--- config.mk ---
export PLATFORM = sky130hd
export DESIGN_NAME = stream_vbyte_delta_decoder_flat
export DESIGN_NICKNAME = d
export VERILOG_FILES = /design/src/sv/svd_pkg.sv /design/src/sv/svd_in_if.sv /design/src/sv/svd_out_if.sv /design/src/sv/svd_fifo.sv /design/src/sv/svd_front.sv /design/src/sv/svd_back.sv /design/src/sv/stream_vbyte_delta_decoder.sv /design/src/flat_wrapper.sv
export VERILOG_INCLUDE_DIRS = /design/src /design/src/sv
export SDC_FILE = /design/constraint.sdc
export NUM_CORES = 1
export LEC_CHECK = 0
export BUFFER_PORTS_ARGS = -buffer_cell sky130_fd_sc_hd__buf_4
export CAP_MARGIN = 0
export CORE_MARGIN = 8
export CORE_UTILIZATION = 45
export CTS_CLUSTER_DIAMETER = 100
export DETAILED_ROUTE_END_ITERATION = 8
export PLACE_DENSITY_LB_ADDON = 0.12
export SYNTH_ARGS = -nofsm -noshare
export SYNTH_HDL_FRONTEND = slang
export SYNTH_SLANG_ARGS = --single-unit
export TNS_END_PERCENT = 20
--- constraint.sdc ---
create_clock -name clk -period 4.95 [get_ports clk]
set_clock_uncertainty 0.05 [all_clocks]
set_input_delay 0.495 -clock clk [delete_from_list [all_inputs] [get_ports clk]]
set_output_delay 0.495 -clock clk [all_outputs]
set_load 0.01 [all_outputs]
--- src/sv/stream_vbyte_delta_decoder_defines.svh ---
// assertion macros used by the decoder top level
`ifndef STREAM_VBYTE_DELTA_DECODER_DEFINES_SVH
`define STREAM_VBYTE_DELTA_DECODER_DEFINES_SVH

// same-cycle implication, clocked on clk, off while rst_n is low
`define SVD_ASSERT_IMP(label, ante, cons) \
    label: assert property (@(posedge clk) disable iff (!rst_n) (ante) |-> (cons)) \
        else $error("stream_vbyte_delta_decoder: check failed");

// next-cycle implication, clocked on clk, off while rst_n is low
`define SVD_ASSERT_NXT(label, ante, cons) \
    label: assert property (@(posedge clk) disable iff (!rst_n) (ante) |=> (cons)) \
        else $error("stream_vbyte_delta_decoder: check failed");

`endif

--- src/sv/svd_pkg.sv ---
// shared types and constants of the stream vbyte delta decoder
package svd_pkg;

    localparam int BYTES_W = 19;

    localparam logic [1:0] KIND_HEADER = 2'd0;
    localparam logic [1:0] KIND_VALUE  = 2'd1;
    localparam logic [1:0] KIND_BOUND  = 2'd2;

    localparam int Q_DEPTH = 4;
    localparam int Q_PTR_W = 2;
    localparam int Q_CNT_W = 3;

    // one queue entry: a first result, optionally followed by four high-nibble bounds
    typedef struct packed {
        logic [1:0]         kind;
        logic [31:0]        value;
        logic               pad;
        logic               frame_end;
        logic               err;
        logic [BYTES_W-1:0] bytes;
        logic               has_high;
        logic [15:0]        high_nib;
        logic [3:0]         high_pad;
        logic               high_end;
    } svd_entry_t;

endpackage

--- src/sv/svd_in_if.sv ---
// byte input channel
interface svd_in_if import svd_pkg::*; ();
    logic       valid;
    logic       ready;
    logic [7:0] data_byte;

    modport source (output valid, output data_byte, input ready);
    modport sink (input valid, input data_byte, output ready);
endinterface

--- src/sv/svd_out_if.sv ---
// decoded result channel
interface svd_out_if import svd_pkg::*; ();
    logic               valid;
    logic               ready;
    logic [1:0]         item_kind;
    logic [31:0]        item_value;
    logic               is_padding;
    logic               frame_end;
    logic               count_error;
    logic [BYTES_W-1:0] bytes_used;

    modport source (output valid, output item_kind, output item_value, output is_padding,
                    output frame_end, output count_error, output bytes_used, input ready);
    modport sink (input valid, input item_kind, input item_value, input is_padding,
                  input frame_end, input count_error, input bytes_used, output ready);
endinterface

--- src/sv/svd_fifo.sv ---
// small queue between the parser and the result sequencer
module svd_fifo import svd_pkg::*;
(
    input  logic       clk,
    input  logic       rst_n,
    input  logic       push,
    input  svd_entry_t push_data,
    input  logic       pop,
    output svd_entry_t head,
    output logic       full,
    output logic       empty
);

    svd_entry_t         mem [Q_DEPTH];
    logic [Q_PTR_W-1:0] wr_ptr_reg;
    logic [Q_PTR_W-1:0] rd_ptr_reg;
    logic [Q_CNT_W-1:0] cnt_reg;
    logic [Q_CNT_W-1:0] cnt_next;

    assign full  = (cnt_reg == Q_CNT_W'(Q_DEPTH));
    assign empty = (cnt_reg == '0);
    assign head  = mem[rd_ptr_reg];

    always_comb
    begin
        cnt_next = cnt_reg;
        if (push && !pop)
        begin
            cnt_next = cnt_reg + 1'b1;
        end
        else if (pop && !push)
        begin
            cnt_next = cnt_reg - 1'b1;
        end
    end

    always_ff @(posedge clk or negedge rst_n)
    begin
        if (!rst_n)
        begin
            wr_ptr_reg <= '0;
            rd_ptr_reg <= '0;
            cnt_reg    <= '0;
        end
        else
        begin
            cnt_reg <= cnt_next;
            if (push)
            begin
                wr_ptr_reg <= wr_ptr_reg + 1'b1;
            end
            if (pop)
            begin
                rd_ptr_reg <= rd_ptr_reg + 1'b1;
            end
        end
    end

    always_ff @(posedge clk)
    begin
        if (push)
        begin
            mem[wr_ptr_reg] <= push_data;
        end
    end

endmodule

--- src/sv/svd_front.sv ---
// frame parser: header, descriptors, value bytes, prefix sum and bound bytes
module svd_front import svd_pkg::*;
#(
    parameter int MAX_VALUES = 65536
)
(
    input  logic       clk,
    input  logic       rst_n,
    svd_in_if.sink     byte_stream,
    input  logic       bounds_present,
    input  logic       q_full,
    output logic       push,
    output svd_entry_t push_data
);

    localparam int CW = $clog2(MAX_VALUES + 1);

    localparam logic [1:0] PH_HEADER = 2'd0;
    localparam logic [1:0] PH_DESC   = 2'd1;
    localparam logic [1:0] PH_VALUE  = 2'd2;
    localparam logic [1:0] PH_BOUNDS = 2'd3;

    logic [1:0]         phase_reg, phase_next;
    logic [1:0]         hpos_reg, hpos_next;
    logic [23:0]        hdr_reg, hdr_next;
    logic [CW-1:0]      tc_reg, tc_next;
    logic [CW-1:0]      pc_reg, pc_next;
    logic [CW-1:0]      done_reg, done_next;
    logic [7:0]         desc_reg, desc_next;
    logic [1:0]         lane_reg, lane_next;
    logic [1:0]         biv_reg, biv_next;
    logic [23:0]        acc_reg, acc_next;
    logic [31:0]        sum_reg, sum_next;
    logic [11:0]        hi_reg, hi_next;
    logic [BYTES_W-1:0] total_reg, total_next;

    logic        accept;
    logic [7:0]  b;
    logic [31:0] cnt;
    logic [32:0] padded;
    logic        hdr_err;
    logic [1:0]  len_m1;
    logic [31:0] full_val;
    logic [31:0] sum_new;
    logic [CW-1:0] done_inc;
    logic        last;
    logic [CW:0] done_p5;
    logic        bnd_end;
    logic [3:0]  hpad;

    assign b                 = byte_stream.data_byte;
    assign byte_stream.ready = !q_full;
    assign accept            = byte_stream.valid && !q_full;

    assign cnt      = {b, hdr_reg};
    assign padded   = ({1'b0, cnt} + 33'd7) & ~33'd7;
    assign hdr_err  = (padded > 33'(MAX_VALUES));
    assign len_m1   = desc_reg[{lane_reg, 1'b0} +: 2];
    assign full_val = {8'd0, acc_reg} | ({24'd0, b} << {biv_reg, 3'b000});
    assign sum_new  = sum_reg + full_val;
    assign done_inc = done_reg + 1'b1;
    assign last     = (done_inc >= pc_reg);
    assign done_p5  = {1'b0, done_reg} + (CW + 1)'(5);
    assign bnd_end  = (done_p5 >= {1'b0, pc_reg});

    // high nibble indices follow the fourth low nibble of the word
    always_comb
    begin
        for (int j = 0; j < 4; j++)
        begin
            hpad[j] = (({1'b0, done_reg} + (CW + 1)'(j + 1)) >= {1'b0, tc_reg});
        end
    end

    always_comb
    begin
        phase_next = phase_reg;
        hpos_next  = hpos_reg;
        hdr_next   = hdr_reg;
        tc_next    = tc_reg;
        pc_next    = pc_reg;
        done_next  = done_reg;
        desc_next  = desc_reg;
        lane_next  = lane_reg;
        biv_next   = biv_reg;
        acc_next   = acc_reg;
        sum_next   = sum_reg;
        hi_next    = hi_reg;
        total_next = total_reg;
        push       = 1'b0;
        push_data  = '0;

        if (accept)
        begin
            total_next      = total_reg + 1'b1;
            push_data.bytes = total_reg + 1'b1;
            case (phase_reg)
                PH_HEADER:
                begin
                    case (hpos_reg)
                        2'd0: hdr_next[7:0]   = b;
                        2'd1: hdr_next[15:8]  = b;
                        2'd2: hdr_next[23:16] = b;
                        default:
                        begin
                            push                = 1'b1;
                            push_data.kind      = KIND_HEADER;
                            push_data.value     = hdr_err ? cnt : cnt;
                            push_data.err       = hdr_err;
                            push_data.frame_end = hdr_err || (cnt == '0);
                            hdr_next            = '0;
                            if (hdr_err || (cnt == '0))
                            begin
                                total_next = '0;
                            end
                            else
                            begin
                                tc_next    = cnt[CW-1:0];
                                pc_next    = padded[CW-1:0];
                                done_next  = '0;
                                sum_next   = '0;
                                phase_next = PH_DESC;
                            end
                        end
                    endcase
                    hpos_next = hpos_reg + 1'b1;
                end
                PH_DESC:
                begin
                    desc_next  = b;
                    lane_next  = '0;
                    biv_next   = '0;
                    acc_next   = '0;
                    phase_next = PH_VALUE;
                end
                PH_VALUE:
                begin
                    if (biv_reg == len_m1)
                    begin
                        push                = 1'b1;
                        push_data.kind      = KIND_VALUE;
                        push_data.value     = sum_new;
                        push_data.pad       = (done_reg >= tc_reg);
                        push_data.frame_end = last && !bounds_present;
                        sum_next            = sum_new;
                        done_next           = done_inc;
                        acc_next            = '0;
                        biv_next            = '0;
                        if (last)
                        begin
                            if (bounds_present)
                            begin
                                phase_next = PH_BOUNDS;
                                done_next  = '0;
                                lane_next  = '0;
                                hi_next    = '0;
                            end
                            else
                            begin
                                phase_next = PH_HEADER;
                                total_next = '0;
                            end
                        end
                        else if (lane_reg == 2'd3)
                        begin
                            phase_next = PH_DESC;
                        end
                        else
                        begin
                            lane_next = lane_reg + 1'b1;
                        end
                    end
                    else
                    begin
                        acc_next = full_val[23:0];
                        biv_next = biv_reg + 1'b1;
                    end
                end
                default:
                begin
                    push            = 1'b1;
                    push_data.kind  = KIND_BOUND;
                    push_data.value = {28'd0, b[3:0]};
                    push_data.pad   = (done_reg >= tc_reg);
                    case (lane_reg)
                        2'd0: hi_next[3:0]  = b[7:4];
                        2'd1: hi_next[7:4]  = b[7:4];
                        2'd2: hi_next[11:8] = b[7:4];
                        default:
                        begin
                            push_data.has_high = 1'b1;
                            push_data.high_nib = {b[7:4], hi_reg};
                            push_data.high_pad = hpad;
                            push_data.high_end = bnd_end;
                        end
                    endcase
                    if (lane_reg == 2'd3)
                    begin
                        lane_next = '0;
                        hi_next   = '0;
                        done_next = done_p5[CW-1:0];
                        if (bnd_end)
                        begin
                            phase_next = PH_HEADER;
                            total_next = '0;
                        end
                    end
                    else
                    begin
                        lane_next = lane_reg + 1'b1;
                        done_next = done_inc;
                    end
                end
            endcase
        end
    end

    always_ff @(posedge clk or negedge rst_n)
    begin
        if (!rst_n)
        begin
            phase_reg <= PH_HEADER;
            hpos_reg  <= '0;
            hdr_reg   <= '0;
            tc_reg    <= '0;
            pc_reg    <= '0;
            done_reg  <= '0;
            desc_reg  <= '0;
            lane_reg  <= '0;
            biv_reg   <= '0;
            acc_reg   <= '0;
            sum_reg   <= '0;
            hi_reg    <= '0;
            total_reg <= '0;
        end
        else
        begin
            phase_reg <= phase_next;
            hpos_reg  <= hpos_next;
            hdr_reg   <= hdr_next;
            tc_reg    <= tc_next;
            pc_reg    <= pc_next;
            done_reg  <= done_next;
            desc_reg  <= desc_next;
            lane_reg  <= lane_next;
            biv_reg   <= biv_next;
            acc_reg   <= acc_next;
            sum_reg   <= sum_next;
            hi_reg    <= hi_next;
            total_reg <= total_next;
        end
    end

endmodule

--- src/sv/svd_back.sv ---
// result sequencer: expands queue entries into results behind an output register
module svd_back import svd_pkg::*;
(
    input  logic       clk,
    input  logic       rst_n,
    input  logic       q_empty,
    input  svd_entry_t q_head,
    output logic       q_pop,
    svd_out_if.source  result_stream
);

    logic               ov_reg, ov_next;
    logic [1:0]         kind_reg, kind_next;
    logic [31:0]        val_reg, val_next;
    logic               pad_reg, pad_next;
    logic               end_reg, end_next;
    logic               err_reg, err_next;
    logic [BYTES_W-1:0] bytes_reg, bytes_next;
    logic               hact_reg, hact_next;
    logic [1:0]         hidx_reg, hidx_next;
    logic [15:0]        hnib_reg, hnib_next;
    logic [3:0]         hpad_reg, hpad_next;
    logic               hend_reg, hend_next;
    logic [BYTES_W-1:0] hbytes_reg, hbytes_next;

    logic load;
    logic hlast;

    assign load  = !ov_reg || result_stream.ready;
    assign hlast = (hidx_reg == 2'd3) && hend_reg;

    always_comb
    begin
        ov_next     = ov_reg;
        kind_next   = kind_reg;
        val_next    = val_reg;
        pad_next    = pad_reg;
        end_next    = end_reg;
        err_next    = err_reg;
        bytes_next  = bytes_reg;
        hact_next   = hact_reg;
        hidx_next   = hidx_reg;
        hnib_next   = hnib_reg;
        hpad_next   = hpad_reg;
        hend_next   = hend_reg;
        hbytes_next = hbytes_reg;
        q_pop       = 1'b0;

        if (load)
        begin
            if (hact_reg)
            begin
                // high nibbles of the bound word, one per transaction
                ov_next    = 1'b1;
                kind_next  = KIND_BOUND;
                val_next   = {28'd0, hnib_reg[{hidx_reg, 2'b00} +: 4]};
                pad_next   = hpad_reg[hidx_reg];
                end_next   = hlast;
                err_next   = 1'b0;
                bytes_next = hlast ? hbytes_reg : '0;
                hidx_next  = hidx_reg + 1'b1;
                if (hidx_reg == 2'd3)
                begin
                    hact_next = 1'b0;
                end
            end
            else if (!q_empty)
            begin
                q_pop      = 1'b1;
                ov_next    = 1'b1;
                kind_next  = q_head.kind;
                val_next   = q_head.value;
                pad_next   = q_head.pad;
                end_next   = q_head.frame_end;
                err_next   = q_head.err;
                bytes_next = q_head.frame_end ? q_head.bytes : '0;
                if (q_head.has_high)
                begin
                    hact_next   = 1'b1;
                    hidx_next   = '0;
                    hnib_next   = q_head.high_nib;
                    hpad_next   = q_head.high_pad;
                    hend_next   = q_head.high_end;
                    hbytes_next = q_head.bytes;
                end
            end
            else
            begin
                ov_next = 1'b0;
            end
        end
    end

    always_ff @(posedge clk or negedge rst_n)
    begin
        if (!rst_n)
        begin
            ov_reg   <= 1'b0;
            hact_reg <= 1'b0;
            hidx_reg <= '0;
        end
        else
        begin
            ov_reg   <= ov_next;
            hact_reg <= hact_next;
            hidx_reg <= hidx_next;
        end
    end

    always_ff @(posedge clk)
    begin
        kind_reg   <= kind_next;
        val_reg    <= val_next;
        pad_reg    <= pad_next;
        end_reg    <= end_next;
        err_reg    <= err_next;
        bytes_reg  <= bytes_next;
        hnib_reg   <= hnib_next;
        hpad_reg   <= hpad_next;
        hend_reg   <= hend_next;
        hbytes_reg <= hbytes_next;
    end

    assign result_stream.valid       = ov_reg;
    assign result_stream.item_kind   = kind_reg;
    assign result_stream.item_value  = val_reg;
    assign result_stream.is_padding  = pad_reg;
    assign result_stream.frame_end   = end_reg;
    assign result_stream.count_error = err_reg;
    assign result_stream.bytes_used  = bytes_reg;

endmodule

--- src/sv/stream_vbyte_delta_decoder.sv ---
// stream vbyte delta decoder top level
// path: a byte that completes a result is written to the queue, then loaded into the output
//   register that drives result_stream
// throughput: one byte per cycle while the queue is not full; the last byte of each bound word
//   gives five results, drained at one per cycle while result_stream is ready
// reset: rst_n asynchronous active low; parser awaits a header, queue empty, bounds_present = 1
`include "stream_vbyte_delta_decoder_defines.svh"
module stream_vbyte_delta_decoder import svd_pkg::*;
#(
    parameter int MAX_VALUES = 65536
)
(
    input  logic      clk,
    input  logic      rst_n,
    svd_in_if.sink    byte_stream,
    svd_out_if.source result_stream,
    input  logic      cfg_we,
    input  logic      cfg_wdata
);

    logic       bounds_present_reg;
    logic       q_push;
    logic       q_pop;
    logic       q_full;
    logic       q_empty;
    svd_entry_t q_in;
    svd_entry_t q_head;
    logic       res_err;
    logic       res_err_hdr;
    logic       res_mid;

    always_ff @(posedge clk or negedge rst_n)
    begin
        if (!rst_n)
        begin
            bounds_present_reg <= 1'b1;
        end
        else if (cfg_we)
        begin
            bounds_present_reg <= cfg_wdata;
        end
    end

    svd_front #(.MAX_VALUES(MAX_VALUES)) u_front (
        .clk            (clk),
        .rst_n          (rst_n),
        .byte_stream    (byte_stream),
        .bounds_present (bounds_present_reg),
        .q_full         (q_full),
        .push           (q_push),
        .push_data      (q_in)
    );

    svd_fifo u_fifo (
        .clk       (clk),
        .rst_n     (rst_n),
        .push      (q_push),
        .push_data (q_in),
        .pop       (q_pop),
        .head      (q_head),
        .full      (q_full),
        .empty     (q_empty)
    );

    svd_back u_back (
        .clk           (clk),
        .rst_n         (rst_n),
        .q_empty       (q_empty),
        .q_head        (q_head),
        .q_pop         (q_pop),
        .result_stream (result_stream)
    );

    assign res_err     = result_stream.valid && result_stream.count_error;
    assign res_err_hdr = result_stream.frame_end && (result_stream.item_kind == KIND_HEADER);
    assign res_mid     = result_stream.valid && !result_stream.frame_end;

    `SVD_ASSERT_IMP(a_no_overflow, q_push, !q_full)
    `SVD_ASSERT_IMP(a_no_underflow, q_pop, !q_empty)
    `SVD_ASSERT_IMP(a_err_ends_frame, res_err, res_err_hdr)
    `SVD_ASSERT_IMP(a_bytes_only_at_end, res_mid, result_stream.bytes_used == '0)

endmodule

--- src/flat_wrapper.sv ---
// flat-port wrapper written by rule: the top's interface ports become plain ports
module stream_vbyte_delta_decoder_flat import svd_pkg::*;
#(
    parameter int MAX_VALUES = 65536
)
  (clk, rst_n, cfg_we, cfg_wdata, byte_stream_valid, byte_stream_data_byte, byte_stream_ready, result_stream_valid, result_stream_item_kind, result_stream_item_value, result_stream_is_padding, result_stream_frame_end, result_stream_count_error, result_stream_bytes_used, result_stream_ready);
  svd_in_if byte_stream_i ();
  svd_out_if result_stream_i ();
  input  logic clk;
  input  logic rst_n;
  input  logic cfg_we;
  input  logic cfg_wdata;
  input wire logic [$bits(byte_stream_i.valid)-1:0] byte_stream_valid;
  input wire logic [$bits(byte_stream_i.data_byte)-1:0] byte_stream_data_byte;
  output wire logic [$bits(byte_stream_i.ready)-1:0] byte_stream_ready;
  output wire logic [$bits(result_stream_i.valid)-1:0] result_stream_valid;
  output wire logic [$bits(result_stream_i.item_kind)-1:0] result_stream_item_kind;
  output wire logic [$bits(result_stream_i.item_value)-1:0] result_stream_item_value;
  output wire logic [$bits(result_stream_i.is_padding)-1:0] result_stream_is_padding;
  output wire logic [$bits(result_stream_i.frame_end)-1:0] result_stream_frame_end;
  output wire logic [$bits(result_stream_i.count_error)-1:0] result_stream_count_error;
  output wire logic [$bits(result_stream_i.bytes_used)-1:0] result_stream_bytes_used;
  input wire logic [$bits(result_stream_i.ready)-1:0] result_stream_ready;
  assign byte_stream_i.valid = byte_stream_valid;
  assign byte_stream_i.data_byte = byte_stream_data_byte;
  assign byte_stream_ready = byte_stream_i.ready;
  assign result_stream_valid = result_stream_i.valid;
  assign result_stream_item_kind = result_stream_i.item_kind;
  assign result_stream_item_value = result_stream_i.item_value;
  assign result_stream_is_padding = result_stream_i.is_padding;
  assign result_stream_frame_end = result_stream_i.frame_end;
  assign result_stream_count_error = result_stream_i.count_error;
  assign result_stream_bytes_used = result_stream_i.bytes_used;
  assign result_stream_i.ready = result_stream_ready;
  stream_vbyte_delta_decoder #(.MAX_VALUES(MAX_VALUES)) u_core (.clk(clk), .rst_n(rst_n), .byte_stream(byte_stream_i), .result_stream(result_stream_i), .cfg_we(cfg_we), .cfg_wdata(cfg_wdata));
endmodule
==> metrics.yaml, run 1 <==
routing:
  wl_um: 75000
  vias_per_cell: 5.73
  wl_met2_um: 35700
  wl_per_cell_um: 22.4
  wirelength_met1_um: 33400
  drc: 0
  via_count: 19193
  dr.first_iter.drc_count: 1417
  routed.top_layer: "met5"
  detail-route-antenna-nets: 0
  wl_met3_um: 4200
  drt_pass1_iterations: 5
critical_path:
  reg2reg_depth: 16
  crit_slowest_cell: "o31ai_1"
  crit_chain: "ha_1 -> nand3_1 -> nor4_1 -> buf_4 -> nand2_1 -> xnor2_1 -> ha_1 -> and4_1 -> o21ai_0 -> a211oi_1 -> o31ai_1 -> a211oi_1 -> o2111ai_1 -> o211a_4 -> and2_1 -> mux2_2"
  cp_max_fo: 24
  worstPathRequired_ps: 5440
  worstReg2RegEnd: "u_core.u_front.total_reg[0]"
  critPathKind: "flip-flop to flip-flop"
  cpPeakStageDelay_ps: 580
  arrival_ps: 4960
  r2r_slack_ps: 480
  worstSetupEndpointType: "flip-flop"
  startpoint_type: "flip-flop"
  r2r_start: "u_core.u_front.done_reg[3]"
clock_tree:
  clk_latency_ps: 600
  cts_tree: "yes"
  clk_pin_slew_ps: 60
  cts_sinks: 595
  htree_num_levels: 3
  cts_made_buffers: 67
  post_cts_buffers: 0
  clockRootBuffer: "clkbuf_16"
  cts.path.max_buffers: 3
yosys:
  async_flop_share_pct: 31.4
  synth.distinct_cells: 74
  synth-compound-area-share_pct: 10.1
  synth_fa_ha_area_share_pct: 7.19
  synth-seq-cells: 595
  yosys.area_share.xor_xnor_pct: 4.03
  netlist_area_sq_um: 29800
  synth-simple-area-share_pct: 11.0
  synth_top_family_by_area: "simple AND/OR/NAND/NOR gates"
  synth.avg_cell_area_sq_um: 12.6
  netlist_instances: 2369
  syn_nets: 2553
  yosys_warnings: 0
  seq_area_frac_synth_pct: 56.9
  synthMuxAreaShare_pct: 8.16
  synthFlopType: "edfxtp_1"
  synth_edf_count: 408
placement:
  io_buffers: 71
  dp_hpwl_um: 51600
  gp_congestion: 0.878
  place_ws_ps: 324
hold_path:
  whs_endpoint: "u_core.bounds_present_reg"
  hold_depth: 2
  min_from: "cfg_wdata"
  hp-class: "input port to flip-flop"
floorplanning:
  start_util_pct: 45.4
  std_cell_rows: 94
  core_sq_um: 65600
  fp.dieW_um: 273
  dieArea_sq_um: 74700
  ios: 72
  die_h_um: 273
timing:
  rsz0062_at_grt: "no"
  slew_headroom_pct: 23.8
  fin_tns_setup_ps: 0
  hold_violations: 0
  layout_setup_ws_ps: 479
  period_share_pct: 90.3
  period_needed_ps: 4470
  slew_violations: 0
  worstMarginPinSlew_ps: 1140
  max_freq_ghz: 0.224
  setup_viol: 0
pwr:
  power_uw: 17000
  pwr-share-seq_pct: 41.0
  p_int_uw: 11400
  p_sw_uw: 5600
  ir_drop_mv: 0.254
  p_per_area_nw_per_um2: 505
  p_clk_share_pct: 28.6
  power.leakage_uw: 0.0134
  p_comb_share_pct: 30.4
  p_sw_share_pct: 33.0
cells_and_area:
  diodes: 0
  mostFrequentLayoutCells: "408 x edfxtp_1, 232 x nand2_1, 182 x dfrtp_1"
  finish.utilization_pct: 51.2
  largest_reg_flops: 312
  final_layout_size_suffix_gt1_share_pct: 15.2
  fill_cells: 5685
  nNetsFinal: 2620
  layout_commonest_cell: "edfxtp_1"
  areaGrowthSynthToFinish_pct: 12.9
status:
  status: "finished clean"
global_route:
  grt_usage_pct: 20.0
  grt_max_degree: 90
  antenna_found_initial: 2
  grt_pass1_vias: 19720
  grt_overflow: 0
  grt_pass1_wl_um: 116000
flow_run:
  max_cap_violations: 0
==> synthesized netlist by cell type (all sizes together) (33+ instances only) <==
master	n	share of area, %
a21o	55	1.4
inv	72	0.91
nand2	233	2.9
a21oi	88	1.5
o21ai	102	1.7
mux2	43	1.6
dfrtp	186	16
xnor2	75	2.2
clkbuf	95	1.2
mux4	85	6.4
ha	168	7.1
nor3	35	0.59
xor2	62	1.8
nand3	90	1.5
a22o	58	1.7
and2	33	0.69
nor2	150	1.9
nor2b	46	0.97
edfxtp	408	41
buf	36	0.58
==> how the worst max path moves through the flow <==
| stage | slack [ps] | to | startpoint | cells past startpoint |
|---|---|---|---|---|
| global placement | 440 | u_core.u_front.hi_reg[11] | u_core.u_front.done_reg[7] | 15 |
| detailed placement | 320 | u_core.u_front.hi_reg[0] | u_core.u_front.done_reg[7] | 16 |
| floorplan | 580 | u_core.u_fifo.mem[0][0] | u_core.u_front.lane_reg[0] | 7 |
| finish | 480 | u_core.u_front.total_reg[0] | u_core.u_front.done_reg[3] | 16 |
| global route | 20 | u_core.u_front.total_reg[0] | u_core.u_front.done_reg[3] | 16 |
| CTS | 290 | u_core.u_front.hi_reg[0] | u_core.u_front.done_reg[7] | 16 |
==> metal layers <==
metal | GRT usage (%) | vias to the layer above
met5 | 0 | -
met4 | 5.83 | 2
met3 | 3.95 | 114
met2 | 32.5 | 507
met1 | 27.1 | 9625
li1 | - | 8945
==> stage by stage <==
step | cells | cell area (sq um) | hold slack (ps)
5_1_grt | 3351 | 33600 | 78.3
3_5_place_dp | 3230 | 31500 | 417
3_3_place_gp | 3230 | 31500 | 407
4_1_cts | 3351 | 33600 | 58.1
2_1_floorplan | 2369 | 29800 | 149
6_report | 3351 | 33600 | 94.6
==> power by group through the flow <==
stage | Combinational (uW) | Clock [uW] | Sequential (uW)
final | 5160 | 4860 | 6960
after global routing | 5670 | 5180 | 7060
after CTS | 5210 | 4980 | 6980
after detailed placement | 5190 | 0 | 7070
after global placement | 5140 | 0 | 7030
after floorplan | 3540 | 0 | 6810
==> worst max-delay path, delay by kind of cell (launching register included) <==
| family | cells | cell delay [ps] |
|---|---|---|
| AO/OA/AOI/OAI | 6 | 1670 |
| XOR/XNOR | 1 | 320 |
| adder cells (fa/ha/maj) | 2 | 630 |
| buffers and inverters | 1 | 200 |
| flip-flops | 1 | 350 |
| multiplexers | 1 | 160 |
| AND/OR/NAND/NOR | 5 | 1020 |
==> cells by family after synthesis <==
group           after synthesis
compound gates              438
xor+xnor                    137
fa+ha+maj                   170
buf+inv                     203
flops                       595
mux                         131
simple gates                695
==> area by class of cell <==
type	instances	area, sq um	area share [%]
flip-flops and latches	595	16900	50.4
multi-input cells	1571	12100	36.0
clock buffers	93	1850	5.49
well taps	864	1080	3.22
repair buffers	129	1080	3.21
clock inverters	27	295	0.879
inverters	72	270	0.804
==> what timing repair did <==
action / in CTS / in global routing
gates resized for setup: 0 / 4
endpoints found under the hold margin: 37 / 0
endpoints found under the setup margin: 0 / 22
hold buffers: 1 / 0
Note: power is estimated with default switching activity, not from simulation.
==> run 2: changes to the inputs <==
--- a/config.mk
+++ b/config.mk
@@ -6,12 +6,12 @@
 export SDC_FILE = /design/constraint.sdc
 export NUM_CORES = 1
 export LEC_CHECK = 0
-export BUFFER_PORTS_ARGS = -buffer_cell sky130_fd_sc_hd__buf_4
 export CAP_MARGIN = 0
 export CORE_MARGIN = 8
 export CORE_UTILIZATION = 45
 export CTS_CLUSTER_DIAMETER = 100
 export DETAILED_ROUTE_END_ITERATION = 8
+export DONT_BUFFER_PORTS = 1
 export PLACE_DENSITY_LB_ADDON = 0.12
 export SYNTH_ARGS = -nofsm -noshare
 export SYNTH_HDL_FRONTEND = slang
==> run 2 against run 1 <==
  * Clock-buffer cell count rose by 4
  * Global-route usage about the same
  * First-iteration DRC count is 9.7% higher
  * Hold slack lost 61 ps
  * Die area stayed put
  * Final area is 1.6% lower
  * Flip-flop and latch count is the same
  * Setup slack got worse by 150 ps
  * Critical path type unchanged
  * Critical endpoint is now u_core.u_front.hi_reg[2]
  * Largest cell class unchanged
  * Highest routed layer unchanged
==> metrics.yaml, run 2 (synthesis gave the netlist of run 1 again) <==
pwr:
  p_per_area_nw_per_um2: 498  # -1.4%
  power.leakage_uw: 0.0131  # -2.7%
  power_uw: 16500  # -3.0%
  ir_drop_mv: 0.249  # -2.0%
routing:
  vias_per_cell: 5.83  # +1.8%
  wl_um: 75200  # +0.32%
  wl_per_cell_um: 22.9  # +2.2%
  dr.first_iter.drc_count: 1555  # +9.7%
  detail-route-antenna-nets: 0  # unchanged
  drc: 0  # unchanged
  via_count: 19175  # -0.094%
  drt_pass1_iterations: 8  # +3
clock_tree:
  htree_num_levels: 3  # unchanged
  cts_made_buffers: 66  # -1.5%
  cts.path.max_buffers: 3  # unchanged
  clk_pin_slew_ps: 60  # about the same
  cts_tree: "yes"
  post_cts_buffers: 0  # unchanged
  cts_sinks: 595  # unchanged
  clk_latency_ps: 590  # about the same
  clockRootBuffer: "clkbuf_16"
timing:
  setup_viol: 0  # unchanged
  hold_violations: 0  # unchanged
  max_freq_ghz: 0.217  # -3.2%
  period_needed_ps: 4620  # +146 ps
  worstMarginPinSlew_ps: 1270  # +123 ps
  slew_headroom_pct: 15.6  # -8.2 points
  period_share_pct: 93.3  # +3.0 points
  rsz0062_at_grt: "no"
  slew_violations: 0  # unchanged
  fin_tns_setup_ps: 0  # unchanged
cells_and_area:
  layout_commonest_cell: "edfxtp_1"
  fill_cells: 5658  # -0.47%
  largest_reg_flops: 312  # unchanged
  areaGrowthSynthToFinish_pct: 11.0
  final_cell_area_sq_um: 33100  # -1.6%
  mostFrequentLayoutCells: "408 x edfxtp_1, 232 x nand2_1, 183 x dfrtp_1"
  nNetsFinal: 2557  # -2.4%
  final_layout_size_suffix_gt1_share_pct: 12.7  # -2.5 points
floorplanning:
  dieArea_sq_um: 74700  # unchanged
  ios: 72  # unchanged
  std_cell_rows: 94  # unchanged
  core_sq_um: 65600  # unchanged
  die_h_um: 273  # unchanged
  start_util_pct: 45.4  # unchanged
  fp.dieW_um: 273  # unchanged
global_route:
  grt_overflow: 0  # unchanged
  grt_pass1_vias: 19136  # -3.0%
  grt_max_degree: 188  # +110%
  grt_pass1_wl_um: 116000  # -0.56%
  antenna_found_initial: 3  # +1
  grt_usage_pct: 20.0  # +0.038 points
critical_path:
  worstSetupEndpointType: "flip-flop"
  startpoint_type: "flip-flop"
  critPathKind: "flip-flop to flip-flop"
  cp_max_fo: 11  # -54%
  arrival_ps: 5040  # +80 ps
  worstPathRequired_ps: 5370  # -70 ps
placement:
  gp_congestion: 0.889  # +1.1%
  io_buffers: 0  # -100%
  dpl_cell_area_sq_um: 30800  # -1.9%
  dp_hpwl_um: 50300  # -2.6%
status:
  status: "finished clean"
hold_path:
  hp-class: "input port to flip-flop"
flow_run:
  max_cap_violations: 0  # unchanged
[run 2: path summary, 6_finish.rpt]
check	from	end	slack [ps]	depth (start not counted)
max	u_core.u_front.done_reg[8]	u_core.u_front.hi_reg[2]	330	16
min	byte_stream_data_byte[6]	u_core.u_front.acc_reg[14]	30	2
max reg2reg	u_core.u_front.done_reg[8]	u_core.u_front.hi_reg[2]	330	16
min reg2reg	u_core.u_front.sum_reg[24]	u_core.u_front.sum_reg[24]	430	2
max in group asynchronous	rst_n	u_core.u_front.done_reg[4]	3210	2
min in group asynchronous	rst_n	u_core.u_front.total_reg[5]	530	2
[run 2: what timing repair did]
item,CTS,global route
hold buffers,13,0
resized for setup,0,2
hold endpoints to repair,218,0
setup endpoints to repair,0,17
[run 2: layout make-up]
cell class / instances / area (sq um) / share of cell area [%]
Sequential cell: 595 / 16900 / 51.2
Multi-Input combinational cell: 1571 / 12100 / 36.6
Clock buffer: 97 / 1870 / 5.65
Tap cell: 864 / 1080 / 3.27
Timing Repair Buffer: 67 / 628 / 1.90
Inverter: 72 / 270 / 0.818
Clock inverter: 22 / 169 / 0.511
Antenna cell: 2 / 5.00 / 0.0151
[run 2: routing by layer]
metal | global-route usage, % | routed length, um | part of all wire [%] | up-vias
met5 | 0 | 13 | 0.017 | -
met4 | 7.00 | 2180 | 2.9 | 2
met3 | 3.19 | 4150 | 5.5 | 140
met2 | 31.6 | 34900 | 46 | 568
met1 | 28.0 | 34000 | 45 | 9627
li1 | - | - | - | 8838
[run 2: through the flow]
| step | util, % | setup slack [ps] | hold WS (ps) | std cells |
|---|---|---|---|---|
| after detailed placement | 47.0 | 356 | 184 | 3155 |
| after global routing | 50.4 | 1.18 | 18.9 | 3289 |
| after floorplan | - | 577 | 149 | 2369 |
| after CTS | 50.3 | 325 | 1.75 | 3287 |
| final | 50.4 | 333 | 33.5 | 3290 |
| after global placement | 47.0 | 454 | 182 | 3155 |
[run 2: where the power goes]
group | switching [uW] | internal (uW)
combinational | 2740 | 1970
sequential | 800 | 6340
clock | 1970 | 2650
total | 5520 | 11000
[run 2: worst max-delay path: stages (launching register included)]
cell and delay (ps):
dfrtp_1 610, nand2_1 220, nor4_1 320, buf_4 180
and3_1 220, nor2b_1 260, nand2_1 150, xnor2_1 210
ha_1 330, nand2_1 60, nor2_1 100, o31ai_1 160
a21boi_0 420, nor2_1 110, nor3_1 410, o31a_1 330
mux2_2 360
